===== config.mk =====
export PLATFORM = sky130hd
export DESIGN_NAME = tss_front
export DESIGN_NICKNAME = d
export VERILOG_FILES = /design/src/sv/tss_pkg.sv /design/src/sv/tss_front.sv
export SDC_FILE = /design/constraint.sdc
export NUM_CORES = 1
export LEC_CHECK = 0
export BUFFER_PORTS_ARGS = -buffer_cell sky130_fd_sc_hd__buf_2
export CAP_MARGIN = 20
export CORE_UTILIZATION = 30
export DETAILED_ROUTE_END_ITERATION = 8
export SLEW_MARGIN = 0
export SYNTH_ARGS = -nofsm -noshare
export SYNTH_HDL_FRONTEND = slang
export SYNTH_SLANG_ARGS = --single-unit

===== constraint.sdc =====
create_clock -name clock -period 18.3 [get_ports clock]
set_clock_uncertainty 0.2 [all_clocks]
set_input_delay 1.83 -clock clock [delete_from_list [all_inputs] [get_ports clock]]
set_output_delay 1.83 -clock clock [all_outputs]
set_load 0.03 [all_outputs]

===== src/sv/tss_pkg.sv =====
// Shared types, constants and saturation helpers for the tridiagonal solver.
// No dependencies; every other file of the block imports this package.
package tss_pkg;

   localparam int MAX_ROWS_DEF  = 64;
   localparam int FRAC_BITS_DEF = 16;
   localparam int DATA_W        = 32;
   localparam int ROW_W         = 6;
   localparam int QUOT_W        = 33;
   localparam int QUEUE_DEPTH   = 2;

   localparam logic signed [DATA_W-1:0] DATA_MAX = {1'b0, {(DATA_W-1){1'b1}}};
   localparam logic signed [DATA_W-1:0] DATA_MIN = {1'b1, {(DATA_W-1){1'b0}}};

   typedef struct packed {
      logic signed [DATA_W-1:0] lower_diag;
      logic signed [DATA_W-1:0] main_diag;
      logic signed [DATA_W-1:0] super_diag;
      logic signed [DATA_W-1:0] rhs_value;
      logic                     last_row;
   } req_type;

   typedef struct packed {
      logic [ROW_W-1:0]         row_index;
      logic signed [DATA_W-1:0] solution;
      logic                     div_error;
      logic                     last_result;
   } rsp_type;

   typedef struct packed {
      req_type          row;
      logic             first;
      logic             last;
      logic [ROW_W-1:0] idx;
   } row_item_type;

   typedef struct packed {
      logic                     start;
      logic signed [DATA_W-1:0] numer;
      logic signed [DATA_W-1:0] denom;
   } div_req_type;

   typedef struct packed {
      logic                     busy;
      logic                     done;
      logic signed [DATA_W-1:0] quot;
   } div_rsp_type;

   function automatic logic signed [DATA_W-1:0] sat_wide(input logic signed [63:0] v);
      logic signed [63:0] hi;
      logic signed [63:0] lo;
      begin
         hi = 64'(DATA_MAX);
         lo = 64'(DATA_MIN);
         if (v > hi) begin
            sat_wide = DATA_MAX;
         end else if (v < lo) begin
            sat_wide = DATA_MIN;
         end else begin
            sat_wide = v[DATA_W-1:0];
         end
      end
   endfunction

   function automatic logic signed [DATA_W-1:0] sat_sub(input logic signed [DATA_W-1:0] a,
                                                        input logic signed [DATA_W-1:0] b);
      logic signed [DATA_W:0] d;
      begin
         d = {a[DATA_W-1], a} - {b[DATA_W-1], b};
         if (d[DATA_W] != d[DATA_W-1]) begin
            sat_sub = d[DATA_W] ? DATA_MIN : DATA_MAX;
         end else begin
            sat_sub = d[DATA_W-1:0];
         end
      end
   endfunction

endpackage


===== src/sv/tss_front.sv =====
// Front end of the solver: accepts rows, numbers them and marks first/last rows,
// then queues them for the back end. Depends on tss_pkg.
module tss_front #(
   parameter int MAX_ROWS = tss_pkg::MAX_ROWS_DEF
) (
   input  logic                  clock,
   input  logic                  reset,
   input  logic                  req_valid,
   output logic                  req_ready,
   input  tss_pkg::req_type      req_data,
   output logic                  item_valid,
   output tss_pkg::row_item_type item_data,
   input  logic                  item_pop
);
   import tss_pkg::*;

   localparam int AW = (MAX_ROWS > 1) ? $clog2(MAX_ROWS) : 1;

   logic [AW-1:0]  cnt_ff, cnt_in;
   row_item_type   queue_ff [QUEUE_DEPTH];
   logic           wptr_ff, wptr_in;
   logic           rptr_ff, rptr_in;
   logic [1:0]     fill_ff, fill_in;
   logic           push;
   row_item_type   new_item;

   assign req_ready  = (fill_ff != 2'(QUEUE_DEPTH));
   assign push       = req_valid && req_ready;
   assign item_valid = (fill_ff != 2'd0);
   assign item_data  = queue_ff[rptr_ff];

   always_comb begin
      new_item.row   = req_data;
      new_item.first = (cnt_ff == '0);
      // A row that lands in the last slot closes the system regardless of the flag.
      new_item.last  = req_data.last_row || (cnt_ff == AW'(MAX_ROWS - 1));
      new_item.idx   = ROW_W'(cnt_ff);
      cnt_in  = cnt_ff;
      wptr_in = wptr_ff;
      rptr_in = rptr_ff;
      fill_in = fill_ff;
      if (push) begin
         cnt_in  = new_item.last ? '0 : cnt_ff + 1'b1;
         wptr_in = ~wptr_ff;
      end
      if (item_pop && item_valid) begin
         rptr_in = ~rptr_ff;
      end
      fill_in = fill_ff + 2'(push) - 2'(item_pop && item_valid);
   end

   always_ff @(posedge clock) begin
      if (reset) begin
         cnt_ff  <= '0;
         wptr_ff <= 1'b0;
         rptr_ff <= 1'b0;
         fill_ff <= 2'd0;
      end else begin
         cnt_ff  <= cnt_in;
         wptr_ff <= wptr_in;
         rptr_ff <= rptr_in;
         fill_ff <= fill_in;
      end
   end

   always_ff @(posedge clock) begin
      if (push) begin
         queue_ff[wptr_ff] <= new_item;
      end
   end

endmodule


# After elaboration in Yosys (flattened, before gate mapping)
# Memories as Yosys holds them, arrays and structs flattened. A register that Yosys moved wholly into a read port is not among the register bits.
# Cells that the tools add are included.
totals:
  regBits: 10
  ram_bits: 274
  memories: 1
  word_cells: 22
mem_list:
  columns: ["name", "depth", "word_bits", "read_ports", "rd_ports_with_merged_regs", "wr", "line_no", "source"]
  rows:
  - ["queue_ff", 2, 137, 1, 1, 1, "tss_front.sv:20", "row_item_type queue_ff [QUEUE_DEPTH];"]
classes:
  add_sub_neg: 3
  mux: 5
  reduce_logical: 5
  eq_ne: 2
  bitwise: 2
ops:
  columns: ["cell", "count"]
  rows:
  - ["6-bit by 1-bit adder with 6-bit output, second input constant", 1]
  - ["6-bit == test, second input constant", 1]
  - ["6-bit zero test", 1]
  - ["6-bit two-way mux", 1]
  - ["1-bit two-way mux", 4]
  - ["2-bit by 1-bit adder with 2-bit output", 1]
  - ["1-bit logical AND", 2]
  - ["2-bit != test, second input constant", 1]
  - ["1-bit inverter", 2]
  - ["2-bit nonzero test", 1]
  - ["2-bit by 1-bit subtractor with 2-bit output", 1]
  - ["1-bit logical OR", 1]

# Logic depth before layout (Yosys ltp)
logic_depth:
  word_depth: 4
  ltp_mapped: 7

# Worst setup path after synthesis
# No wires, ideal clock.
synth_timing:
  path_kind: "input port to flip-flop"
  from: "input port req_valid"
  to: "memory queue_ff[0][0] (netlist bit), enable pin"
  t_arrival_ns: 7.588
  path_stages: 2
  setup_slack_ns: 9.877
  setup_time_ns: 0.635
  required_ns: 17.465
  path_cell_list: "nand2_4 > nor2_1"
synth_between:
  elab_chain_cells: 3
synth_rtl:
  columns: ["item", "line_no", "source"]
  rows:
  - ["from (decl)", "tss_front.sv:8", "input logic req_valid,"]
  - ["1-bit logical AND", "tss_front.sv:28", "assign push = req_valid && req_ready;"]
  - ["1-bit two-way mux", "tss_front.sv:67", "if (push) begin"]
  - ["1-bit two-way mux (not written as such)", "tss_front.sv:68", "queue_ff[wptr_ff] <= new_item;"]
  - ["to (decl)", "tss_front.sv:20", null]
# No other way between the ends.

==> run metrics <==
Worst-path clk slew=0.06 ns; pwr dens=150.4 mW/mm2; Switching Share=0.3210; die extent in y=188.3 um; n_diodes=0; Fill cells=3,165; Synth Flop Type=edfxtp_1; wire per inst=16.43 um; leakage power=4.832 nW; path type of the worst min-delay path=reg2reg; Fin. Hold Viols=0; # placed instances=1,200; gr ovfl total=0; DR WL met2=9796 um; GPL Wtd Cong=0.7410; CTS sink count=285; synth top area cells=edfxtp_1 79%, mux2_2 15%, dfxtp_1 2.1%; met1 wire length=8799 um; number of synthesized flops with an enable pin=274; Syn Area/Cell=21.13 um2; WHS=0.3123 ns; Seq cells post-synth=285; peak supply drop=92.78 uV; worst rel slew slack=0.3479; RSZ-0062 raised after global routing=no; fin crit share=0.2779; most frequent cells after synthesis=274 x edfxtp_1, 137 x mux2_2, 14 x buf_2; post_cts resized=0; yosys warns=0; status=complete, no violations; CTS Buffer Depth=3; R2R Path Start=fill_ff[0]; core footprint=0.03387 mm2; layout cells sized above 1=0.5707; most common cell in the netlist=edfxtp_1; area leader, netlist=edfxtp_1; chip width=188.3 um; initial antenna violation count=0; Crit path required time=16.27 ns; R2R depth=4; vias in the first global route=5,590; WHS Path Cells=2; IO Count=272; via density per instance=4.306; crit path to=item_data[86]; Clk Latency, worst-skew pair=0.54 ns; synth unique cells=28; DRC viols=0; Syn Inst Count=493; global-route usage over all layers=0.1124; Vias=5,400; r2r setup slk=15.83 ns; DR top layer=met4; Slew Viols, Final=0; Initial DRT Pass Iterations=4; combinational fraction of design power=0.278; Post-Layout Cell Count=1,254; Seq/Total Area, Yosys=0.8110; Multi-input gate area=0.001889 mm2; TritonCTS Buffers=30; FP Rows=67; CP startpoint kind=flip-flop; pin count of the biggest net entering global routing=73; FFs w/ async S/R, synth=0; Clock power frac=0.286; Cell Area, Synth=0.01042 mm2; met3 WL=1508 um; setup bufs post-CTS=0; top cell type's share of synthesized area=0.7898; Root Buffer=clkbuf_16; crit path kind=reg2out; Final ANT Viol Nets=0; Initial Util=0.3076; P_sw=0.0006389 W; final setup fails=0; PortBufs=271; final layout net count=920; Flop pwr share=0.435; Fmax=196.6 MHz; Setup crit end kind=output pin; CTS H-Tree Depth=1; worst-path fanout max=72; max cap viols=0; critical hold path startpoint=rptr_ff; CTS tree=built; syn nets=629; Hold-fix buffers, CTS=0; setup TNS=0 ns; DP HPWL=13,250 um; first-pass GRT wire length=31,560 um; routed wire length=20,600 um; Die ar.=0.03547 mm2; Worst-Margin Slew=0.9782 ns; crit path DAT=3.06 ns; Internal=0.001351 W; Starting DRT DRC Count=261; fin crit period=5.085 ns; Register Area=0.008452 mm2; worst r2r dst=queue_ff[0][54]; Area growth syn-to-layout=27.04%
-- cell type report --
| type | instances | area share |
|---|---|---|
| well taps | 448 | 0.04236 |
| multi-input cells | 188 | 0.1428 |
| repair buffers | 276 | 0.1053 |
| clock inverters | 15 | 0.009171 |
| flip-flops and latches | 285 | 0.6387 |
| inverters | 3 | 0.0008509 |
| clock buffers | 39 | 0.06089 |
-- how the worst min path moves through the flow --
stage | to | slack (ns)
global placement | flip-flop | 0.29
floorplan | flip-flop | 0.27
finish | rptr_ff | 0.31
global route | flip-flop | 0.35
CTS | flip-flop | 0.31
detailed placement | flip-flop | 0.30
-- power groups by stage --
stage / Sequential (W) / Clock (W) / Combinational, W
final: 0.000866 / 0.000570 / 0.000554
after global routing: 0.000877 / 0.000614 / 0.000587
after CTS: 0.000869 / 0.000589 / 0.000564
after detailed placement: 0.000882 / 0 / 0.000561
after global placement: 0.000880 / 0 / 0.000558
after floorplan: 0.000869 / 0 / 0.000424
-- worst max-delay path, stage by stage, from the launching register on --
cell and delay [ns]:
dfxtp_4 0.94, buf_4 0.85, mux2_2 0.42, buf_2 0.18
-- sequential cells by signal (all words and copies together), names as in the netlist, named ones only --
register	cells
queue_ff	274
cnt_ff	6
rptr_ff	1
fill_ff	2
wptr_ff	1
-- layer usage --
metal | global-route usage | vias up
met3 | 0.03017 | 42
met4 | 0.03319 | 0
met2 | 0.1873 | 199
met5 | 0 | -
li1 | - | 2525
met1 | 0.1430 | 2634
-- cell usage in the layout (no fill, tap or decap), drive strengths merged, types with 4 or more instances in the layout --
| cell | netlist | final |
|---|---|---|
| clkbuf | 3 | 39 |
| clkinv | 0 | 13 |
| nor2 | 8 | 8 |
| nand3 | 6 | 6 |
| nand2 | 5 | 5 |
| a21oi | 4 | 4 |
| mux2 | 137 | 137 |
| buf | 14 | 276 |
| dfxtp | 11 | 11 |
| edfxtp | 274 | 274 |
-- kinds of logic after synthesis --
kind of cell / Yosys count / share of synthesized area
flops: 285 / 0.8110
mux: 137 / 0.1481
simple gates: 33 / 0.01874
buf+inv: 20 / 0.008888
compound gates: 11 / 0.006366
xor+xnor: 4 / 0.003364
fa+ha+maj: 3 / 0.003604
-- metrics by stage --
step | total power [W] | instance area, um2 | setup slack (ns) | util
2_1_floorplan | 0.001293 | 10420 | 9.877 | -
3_3_place_gp | 0.001438 | 12310 | 13.73 | 0.3634
3_5_place_dp | 0.001444 | 12310 | 13.70 | 0.3634
4_1_cts | 0.002022 | 13230 | 13.11 | 0.3908
5_1_grt | 0.002077 | 13230 | 13.03 | 0.3908
6_report | 0.001990 | 13230 | 13.21 | 0.3908
Note: power is estimated with default switching activity, not from simulation.
