===== src/sv/tss_pkg.sv =====
// Shared types, constants and saturation helpers for the tridiagonal solver.
// No dependencies; every other file of the block imports this package.
package tss_pkg;

   localparam int MAX_ROWS_DEF  = 64;
   localparam int FRAC_BITS_DEF = 16;
   localparam int DATA_W        = 32;
   localparam int ROW_W         = 6;
   localparam int QUOT_W        = 33;
   localparam int QUEUE_DEPTH   = 2;

   localparam logic signed [DATA_W-1:0] DATA_MAX = {1'b0, {(DATA_W-1){1'b1}}};
   localparam logic signed [DATA_W-1:0] DATA_MIN = {1'b1, {(DATA_W-1){1'b0}}};

   typedef struct packed {
      logic signed [DATA_W-1:0] lower_diag;
      logic signed [DATA_W-1:0] main_diag;
      logic signed [DATA_W-1:0] super_diag;
      logic signed [DATA_W-1:0] rhs_value;
      logic                     last_row;
   } req_type;

   typedef struct packed {
      logic [ROW_W-1:0]         row_index;
      logic signed [DATA_W-1:0] solution;
      logic                     div_error;
      logic                     last_result;
   } rsp_type;

   typedef struct packed {
      req_type          row;
      logic             first;
      logic             last;
      logic [ROW_W-1:0] idx;
   } row_item_type;

   typedef struct packed {
      logic                     start;
      logic signed [DATA_W-1:0] numer;
      logic signed [DATA_W-1:0] denom;
   } div_req_type;

   typedef struct packed {
      logic                     busy;
      logic                     done;
      logic signed [DATA_W-1:0] quot;
   } div_rsp_type;

   function automatic logic signed [DATA_W-1:0] sat_wide(input logic signed [63:0] v);
      logic signed [63:0] hi;
      logic signed [63:0] lo;
      begin
         hi = 64'(DATA_MAX);
         lo = 64'(DATA_MIN);
         if (v > hi) begin
            sat_wide = DATA_MAX;
         end else if (v < lo) begin
            sat_wide = DATA_MIN;
         end else begin
            sat_wide = v[DATA_W-1:0];
         end
      end
   endfunction

   function automatic logic signed [DATA_W-1:0] sat_sub(input logic signed [DATA_W-1:0] a,
                                                        input logic signed [DATA_W-1:0] b);
      logic signed [DATA_W:0] d;
      begin
         d = {a[DATA_W-1], a} - {b[DATA_W-1], b};
         if (d[DATA_W] != d[DATA_W-1]) begin
            sat_sub = d[DATA_W] ? DATA_MIN : DATA_MAX;
         end else begin
            sat_sub = d[DATA_W-1:0];
         end
      end
   endfunction

endpackage


===== src/sv/tss_div.sv =====
// Radix-2 restoring divider for (n * 2^FRAC_BITS) / d with saturation.
// Depends on tss_pkg. A request that saturates early or has a zero divisor finishes without iterating.
module tss_div #(
   parameter int FRAC_BITS = tss_pkg::FRAC_BITS_DEF
) (
   input  logic                 clock,
   input  logic                 reset,
   input  tss_pkg::div_req_type div_req,
   output tss_pkg::div_rsp_type div_rsp
);
   import tss_pkg::*;

   localparam int W  = DATA_W + FRAC_BITS;
   localparam int UW = W - QUOT_W;
   localparam int CW = $clog2(QUOT_W + 1);

   logic              busy_ff, busy_in;
   logic              fin_ff, fin_in;
   logic              done_ff, done_in;
   logic              neg_ff, neg_in;
   logic [CW-1:0]     cnt_ff, cnt_in;
   logic [DATA_W-1:0] rem_ff, rem_in;
   logic [DATA_W-1:0] dmag_ff, dmag_in;
   logic [QUOT_W-1:0] dvd_ff, dvd_in;
   logic signed [DATA_W-1:0] quot_ff, quot_in;

   logic [DATA_W-1:0] nabs, dabs;
   logic [W-1:0]      nmag;
   logic [UW-1:0]     upper;
   logic [DATA_W:0]   trial;
   logic              ge;

   always_comb begin
      nabs  = div_req.numer[DATA_W-1] ? (~div_req.numer + 1'b1) : div_req.numer;
      dabs  = div_req.denom[DATA_W-1] ? (~div_req.denom + 1'b1) : div_req.denom;
      nmag  = {nabs, {FRAC_BITS{1'b0}}};
      upper = nmag[W-1:QUOT_W];
      trial = {rem_ff, dvd_ff[QUOT_W-1]};
      ge    = (trial >= {1'b0, dmag_ff});

      busy_in = busy_ff;
      fin_in  = 1'b0;
      done_in = 1'b0;
      neg_in  = neg_ff;
      cnt_in  = cnt_ff;
      rem_in  = rem_ff;
      dmag_in = dmag_ff;
      dvd_in  = dvd_ff;
      quot_in = quot_ff;

      if (div_req.start) begin
         neg_in  = div_req.numer[DATA_W-1] ^ div_req.denom[DATA_W-1];
         dmag_in = dabs;
         if (div_req.denom == '0) begin
            quot_in = div_req.numer[DATA_W-1] ? DATA_MIN : DATA_MAX;
            done_in = 1'b1;
         end else if ({{(DATA_W-UW){1'b0}}, upper} >= dabs) begin
            // The quotient needs more than QUOT_W bits, so it saturates.
            quot_in = (div_req.numer[DATA_W-1] ^ div_req.denom[DATA_W-1]) ? DATA_MIN
                                                                           : DATA_MAX;
            done_in = 1'b1;
         end else begin
            rem_in  = {{(DATA_W-UW){1'b0}}, upper};
            dvd_in  = nmag[QUOT_W-1:0];
            cnt_in  = CW'(QUOT_W);
            busy_in = 1'b1;
         end
      end else if (busy_ff) begin
         rem_in = ge ? DATA_W'(trial - {1'b0, dmag_ff}) : trial[DATA_W-1:0];
         dvd_in = {dvd_ff[QUOT_W-2:0], ge};
         cnt_in = cnt_ff - 1'b1;
         if (cnt_ff == CW'(1)) begin
            busy_in = 1'b0;
            fin_in  = 1'b1;
         end
      end else if (fin_ff) begin
         done_in = 1'b1;
         if (neg_ff) begin
            quot_in = (dvd_ff > {2'b01, {(QUOT_W-2){1'b0}}}) ? DATA_MIN
                                                            : DATA_W'(~dvd_ff + 1'b1);
         end else begin
            quot_in = (dvd_ff[QUOT_W-1] || dvd_ff[QUOT_W-2]) ? DATA_MAX
                                                             : dvd_ff[DATA_W-1:0];
         end
      end
   end

   always_ff @(posedge clock) begin
      if (reset) begin
         busy_ff <= 1'b0;
         fin_ff  <= 1'b0;
         done_ff <= 1'b0;
      end else begin
         busy_ff <= busy_in;
         fin_ff  <= fin_in;
         done_ff <= done_in;
      end
   end

   always_ff @(posedge clock) begin
      neg_ff  <= neg_in;
      cnt_ff  <= cnt_in;
      rem_ff  <= rem_in;
      dmag_ff <= dmag_in;
      dvd_ff  <= dvd_in;
      quot_ff <= quot_in;
   end

   assign div_rsp.busy = busy_ff || fin_ff;
   assign div_rsp.done = done_ff;
   assign div_rsp.quot = quot_ff;

endmodule


===== config.mk =====
export PLATFORM = sky130hd
export DESIGN_NAME = tss_div
export DESIGN_NICKNAME = d
export VERILOG_FILES = /design/src/sv/tss_pkg.sv /design/src/sv/tss_div.sv
export SDC_FILE = /design/constraint.sdc
export NUM_CORES = 1
export LEC_CHECK = 0
export CORE_ASPECT_RATIO = 1.75
export CORE_MARGIN = 4
export CORE_UTILIZATION = 55
export CTS_CLUSTER_DIAMETER = 40
export DETAILED_ROUTE_END_ITERATION = 12
export DONT_BUFFER_PORTS = 1
export GPL_ROUTABILITY_DRIVEN = 0
export PLACE_DENSITY = 0.85
export SYNTH_ARGS = -nofsm -noshare
export SYNTH_HDL_FRONTEND = slang
export SYNTH_SLANG_ARGS = --single-unit

===== constraint.sdc =====
create_clock -name clock -period 6.9 [get_ports clock]
set_input_delay 0 -clock clock [delete_from_list [all_inputs] [get_ports clock]]
set_output_delay 0 -clock clock [all_outputs]
set_load 0.01 [all_outputs]

# After elaboration in Yosys (flattened, before gate mapping)
# Index checks and enable logic that the tools add are counted.
op_classes:
  add_sub_neg: 5
  magnitude_cmp: 3
  eq_ne: 5
  muxes: 36
  n_bitwise: 5
  reduce_logical: 9
op_table:
  columns: ["cell", "count"]
  rows:
  - ["32-bit 2-to-1 mux", 17]
  - ["33-bit 2-to-1 mux", 4]
  - ["32-bit by 1-bit adder with 32-bit output, second input constant", 3]
  - ["32-bit NOT", 3]
  - ["33-bit by 32-bit greater-or-equal comparator with 1-bit output", 1]
  - ["33-bit by 32-bit > comparator with 1-bit output, second input constant", 1]
  - ["15-bit by 32-bit greater-or-equal comparator with 1-bit output", 1]
  - ["32-bit logical NOT", 1]
  - ["32-bit subtractor", 1]
  - ["6-bit 2-to-1 mux", 4]
  - ["1-bit 2-to-1 mux", 11]
  - ["6-bit by 1-bit equality test with 1-bit output, second input constant", 1]
  - ["2-bit inequality test, second input constant", 3]
  - ["3-bit AND reduction", 2]
  - ["6-bit by 1-bit subtractor with 6-bit output, second input constant", 1]
  - ["2-bit nonzero test", 2]
  - ["3-bit by 1-bit inequality test with 1-bit output, second input constant", 1]
  - ["3-bit OR reduction", 1]
  - ["1-bit logical OR", 2]
  - ["2-bit AND reduction", 1]
  - ["1-bit NOT", 1]
  - ["1-bit bitwise XOR", 1]
totals:
  regBits: 139
  in_bits: 67
  out_inout_bits: 34
  elab_cells: 72

# Depth between registers and ports, before layout
depth:
  word_depth: 7
  depth_mapped: 17

# Worst setup path before layout
# OpenSTA, ideal clock, no wires.
synth_timing:
  path_kind: "input to register"
  from: "input port div_req[37] (netlist bit)"
  to: "register cnt_ff[0], enable pin"
  setup_ns: 0.598
  arrival_time_ns: 5.917
  t_required_ns: 6.302
  path_slack_ns: 0.385
  path_stages: 15
  path_cell_list: "or4_1 -> or2_2 -> nand2b_1 -> nand2b_1 -> o41ai_1 -> xnor2_1 -> ha_1 -> a21o_1 -> a21oi_1 -> o21ai_0 -> a221o_1 -> a221oi_1 -> nor4_2 -> a31o_2 -> o21ai_0"
synth_between:
  elab_chain_len: 6
synth_rtl:
  columns: ["element", "line", "source"]
  rows:
  - ["start: declaration", "tss_div.sv:8", "input tss_pkg::div_req_type div_req,"]
  - ["32-bit NOT", "tss_div.sv:34", "nabs = div_req.numer[DATA_W-1] ? (~div_req.numer + 1'b1) : div_req.numer;"]
  - ["32-bit by 1-bit adder with 32-bit output", "tss_div.sv:34", null]
  - ["32-bit 2-to-1 mux", "tss_div.sv:34", null]
  - ["15-bit by 32-bit greater-or-equal comparator with 1-bit output", "tss_div.sv:57", "end else if ({{(DATA_W-UW){1'b0}}, upper} >= dabs) begin"]
  - ["2-bit inequality test (no line)", null, null]
  - ["3-bit AND reduction (no line)", null, null]
  - ["end signal: assignment", "tss_div.sv:102", "cnt_ff <= cnt_in;"]
  - ["end: declaration", "tss_div.sv:21", "logic [CW-1:0] cnt_ff, cnt_in;"]
# Every way passes these cells.
# A chain may end at the register's enable or synchronous reset.

# Final worst setup path
layout_timing:
  from: "input port div_req[37] (netlist bit)"
  to: "register rem_ff[13], enable pin"
layout_between:
  elab_chain_len: 6
layout_rtl:
  columns: ["element", "line", "source"]
  rows:
  - ["32-bit NOT", "tss_div.sv:34", null]
  - ["32-bit by 1-bit adder with 32-bit output", "tss_div.sv:34", null]
  - ["32-bit 2-to-1 mux", "tss_div.sv:34", null]
  - ["15-bit by 32-bit greater-or-equal comparator with 1-bit output", "tss_div.sv:57", null]
  - ["2-bit inequality test (no line)", null, null]
  - ["3-bit AND reduction (no line)", null, null]
  - ["end signal: assignment", "tss_div.sv:103", "rem_ff <= rem_in;"]
  - ["end: declaration", "tss_div.sv:22", "logic [DATA_W-1:0] rem_ff, rem_in;"]
# Every way passes these cells.

==> impl_results.md <==
- Status: finished with violations
- Failing checks: hold timing
- Mux contribution to synthesized area: 2.01%
- TritonCTS clock tree: built
- Area Growth Syn to Fin: 17.4%
- Setup Skew: around 0.011 ns
- Number of global-route vias before repair: 9760
- Die Width: ~110 um
- RSZ-0062 raised after global routing: false
- VDD IR-drop max: 0.000200 V
- CP startpoint kind: input pin
- Synth Flop Type: edfxtp_1
- Cts repair resizes: 0
- # diodes: 0
- Sequential share of power: 35.0%
- Synthesis Warnings: 0
- Num CTS Buffers: 17
- Seq/Total Area, Yosys: 41.1%
- Syn Nets: 1220
- Final period util: between 70% and 80%
- Worst Tran Pin Value: 1.27 ns
- Remaining Overflow, GRT: 0
- Overall power: 3.40 mW
- Mapped Avg Cell Area: 9.17 um^2
- # port buffers: 0
- Xor-xnor portion of the synthesized cell area: 7.90%
- Clock power frac: just under 30%
- Critical path data arrival time: slightly above 5 ns
- # clock sinks: 139
- Std cell rows: 65
- Post-synth EDFFs: 136
- Leakage: 4.48 nW
- Reg2Reg Depth: 11
- Final setup viols: 0
- H-tree levels: 4
- # nets final: 1292
- Vias/cell: 6.78
- Pre-antenna DRT Iters: 6
- Netlist cell types: 73
- Layout cells sized above 1: 5.91%
- WHS: -0.00203 ns
- Sw Share: 35.2%
- Worst setup EP type: register
- Util after Layout: 65.6%
- Worst endpoint required time: 6.97 ns
- Synth Area in Simple Gates: 18.1%
- Complex-gate fraction of the synthesized area: around a fifth
- Fin crit period: ~5.1 ns
- First-pass GRT wire length: 52500 um
- Setup bufs post-CTS: 0
- Max FO, Critical Path: 37
- Clk pin slew, worst setup/hold paths: roughly 0.060 ns
- Core ar.: around 18000 um^2
- # hold bufs at CTS: 99
- I/O pin cnt: 101
- Routed vias: around 9600
- Slew Viols, Final: 0
- Setup_tns: 0 ns
- Adder-Cell Fraction of Synth Area: 6.65%
- GRT Overall Usage: 33.4%
- Worst skew pair latency: between 0.4 and 0.5 ns
- Final HPWL DP: 19400 um
- Hold Vio Cnt, Final: 1
- Logic pwr share: 36.0%
- Largest net degree at the start of global routing: 137
- Total die area: between 20000 and 25000 um^2
- P_sw: ~1.2 mW
- Largest family of logic cells by synthesized area: compound AO/OA/AOI/OAI gates
- Hold depth: 3
- WS Path Type: input pin to register
- Pwr Density: 287 nW/um^2
- Commonest non-fill, non-tap cell in the layout: edfxtp_1
- Max Fclk: 196 MHz
- CTS Buffer Depth: 2
- Hold Path Class: input pin to register
- Post-route ant nets: 0
- Relative slew margins: between 10 and 15%
- Internal: 2.20 mW
- Root Buffer: clkbuf_16
- Most frequent cells in the layout: edfxtp_1 (136), nor2_1 (98), dlygate4sd3_1 (98), o21ai_0 (94), nand2_1 (86)
- Register bit total from synthesis: 139
- Initial Utilization: 55.9%
- Total Wirelength: 32900 um
- Mapped Area: 10100 um^2
- Iteration-0 DRC Markers: 986
- DRC: 0
- Initial antenna violation count: 0
- WL/cell: 23.2 um
- Cell count after synthesis: 1100
- Die Y: roughly 190 um
- Ys async rst share: 0%
- Maxcap violations: 0
-- kinds of logic after synthesis --
| group | count (synthesis) |
|---|---|
| xor+xnor | 91 |
| buf+inv | 124 |
| flops | 139 |
| compound gates | 308 |
| fa+ha+maj | 53 |
| mux | 20 |
| simple gates | 365 |
-- per-layer routing --
layer / vias up / wire length [um] / GRT usage, %
met5: - / 0 / 0
met1: 4418 / 10100 / 34.1
li1: 4200 / - / -
met3: 277 / 2980 / 9.15
met2: 719 / 16000 / 53.3
met4: 0 / 3860 / 31.5
-- cell type report --
type,instances,area (um^2)
multi-input cells,837,5460
fillers,1332,6210
clock inverters,15,196
clock buffers,17,425
inverters,72,270
repair buffers,105,1050
well taps,234,293
flip-flops and latches,139,4140
-- synth_stat cells (4+ instances only) --
| cell | n | area (um^2) |
|---|---|---|
| mux2i_1 | 18 | 180 |
| o22ai_1 | 7 | 43.8 |
| or4_1 | 11 | 82.6 |
| nand2b_1 | 10 | 62.6 |
| or2_2 | 14 | 87.6 |
| o31ai_1 | 20 | 150 |
| ha_1 | 52 | 651 |
| nor3_1 | 30 | 150 |
| o41ai_1 | 8 | 70.1 |
| a221oi_1 | 4 | 35.0 |
| nor2_1 | 98 | 368 |
| clkbuf_1 | 42 | 158 |
| a21oi_1 | 73 | 365 |
| o22a_1 | 4 | 35.0 |
| a21boi_0 | 6 | 45.0 |
| and2_1 | 5 | 31.3 |
| a31oi_1 | 11 | 68.8 |
| xor2_1 | 38 | 333 |
| xnor2_1 | 53 | 464 |
| nand2_1 | 86 | 323 |
| nand3_1 | 26 | 130 |
| and3_1 | 4 | 25.0 |
| nor2b_1 | 22 | 138 |
| o21a_1 | 10 | 75.1 |
| a21o_1 | 16 | 120 |
| edfxtp_1 | 136 | 4080 |
| or3_1 | 19 | 119 |
| o2111ai_1 | 4 | 35.0 |
| nand4_1 | 11 | 68.8 |
| a211oi_1 | 7 | 52.6 |
| o21ai_0 | 95 | 475 |
| o311ai_0 | 11 | 96.3 |
| o21bai_1 | 5 | 37.5 |
| buf_1 | 4 | 15.0 |
| nor4_1 | 8 | 50.1 |
| o31a_1 | 4 | 35.0 |
| inv_1 | 72 | 270 |
-- worst max-delay path: stages --
cell      delay (ns)
or4_1           0.54
or2_2           0.32
nand2b_1        0.23
nand2b_1        0.31
o41ai_1         0.60
xnor2_1         0.23
ha_1            0.30
a21o_1          0.19
a21oi_1         0.16
o21ai_0         0.11
a221o_1         0.33
a221oi_1        0.37
nor4_2          0.10
a31o_2          0.33
o21ai_4         0.44
buf_4           0.58
-- path summary, 6_finish.rpt --
check,startpoint,endpoint,slack [ns]
worst max-delay path,div_req[37],rem_ff[13]$_DFFE_PP_,1.80
worst min-delay path,div_req[63],dvd_ff[20]$_DFFE_PP_,-0.002
worst min register to register,busy_ff$_SDFFE_PP0P_,fin_ff$_SDFF_PP0_,0.55
worst max register to register,dmag_ff[3]$_DFFE_PP_,rem_ff[13]$_DFFE_PP_,2.62
-- sequential cells by signal (all words and copies together), names as in the netlist --
register / count
dvd_ff: 33
dmag_ff: 32
quot_ff: 32
rem_ff: 32
cnt_ff: 6
busy_ff: 1
done_ff: 1
fin_ff: 1
neg_ff: 1
-- power groups by stage --
| stage | logic, mW | registers [mW] | clock network (mW) |
|---|---|---|---|
| after global routing | 1.34 | 1.20 | 1.03 |
| after floorplan | 0.878 | 1.16 | 0 |
| final | 1.23 | 1.19 | 0.988 |
| after global placement | 1.05 | 1.19 | 0 |
| after CTS | 1.17 | 1.18 | 0.985 |
| after detailed placement | 1.08 | 1.20 | 0 |
-- through the flow --
step / setup WS [ns] / area, um^2 / cells
finish: 1.80 / 11800 / 1419
floorplan: 0.385 / 10100 / 1100
detailed placement: 1.59 / 10200 / 1288
global placement: 1.70 / 10200 / 1288
global route: 1.60 / 11800 / 1419
CTS: 2.01 / 11800 / 1419
Power figures use the tool's default switching activity.
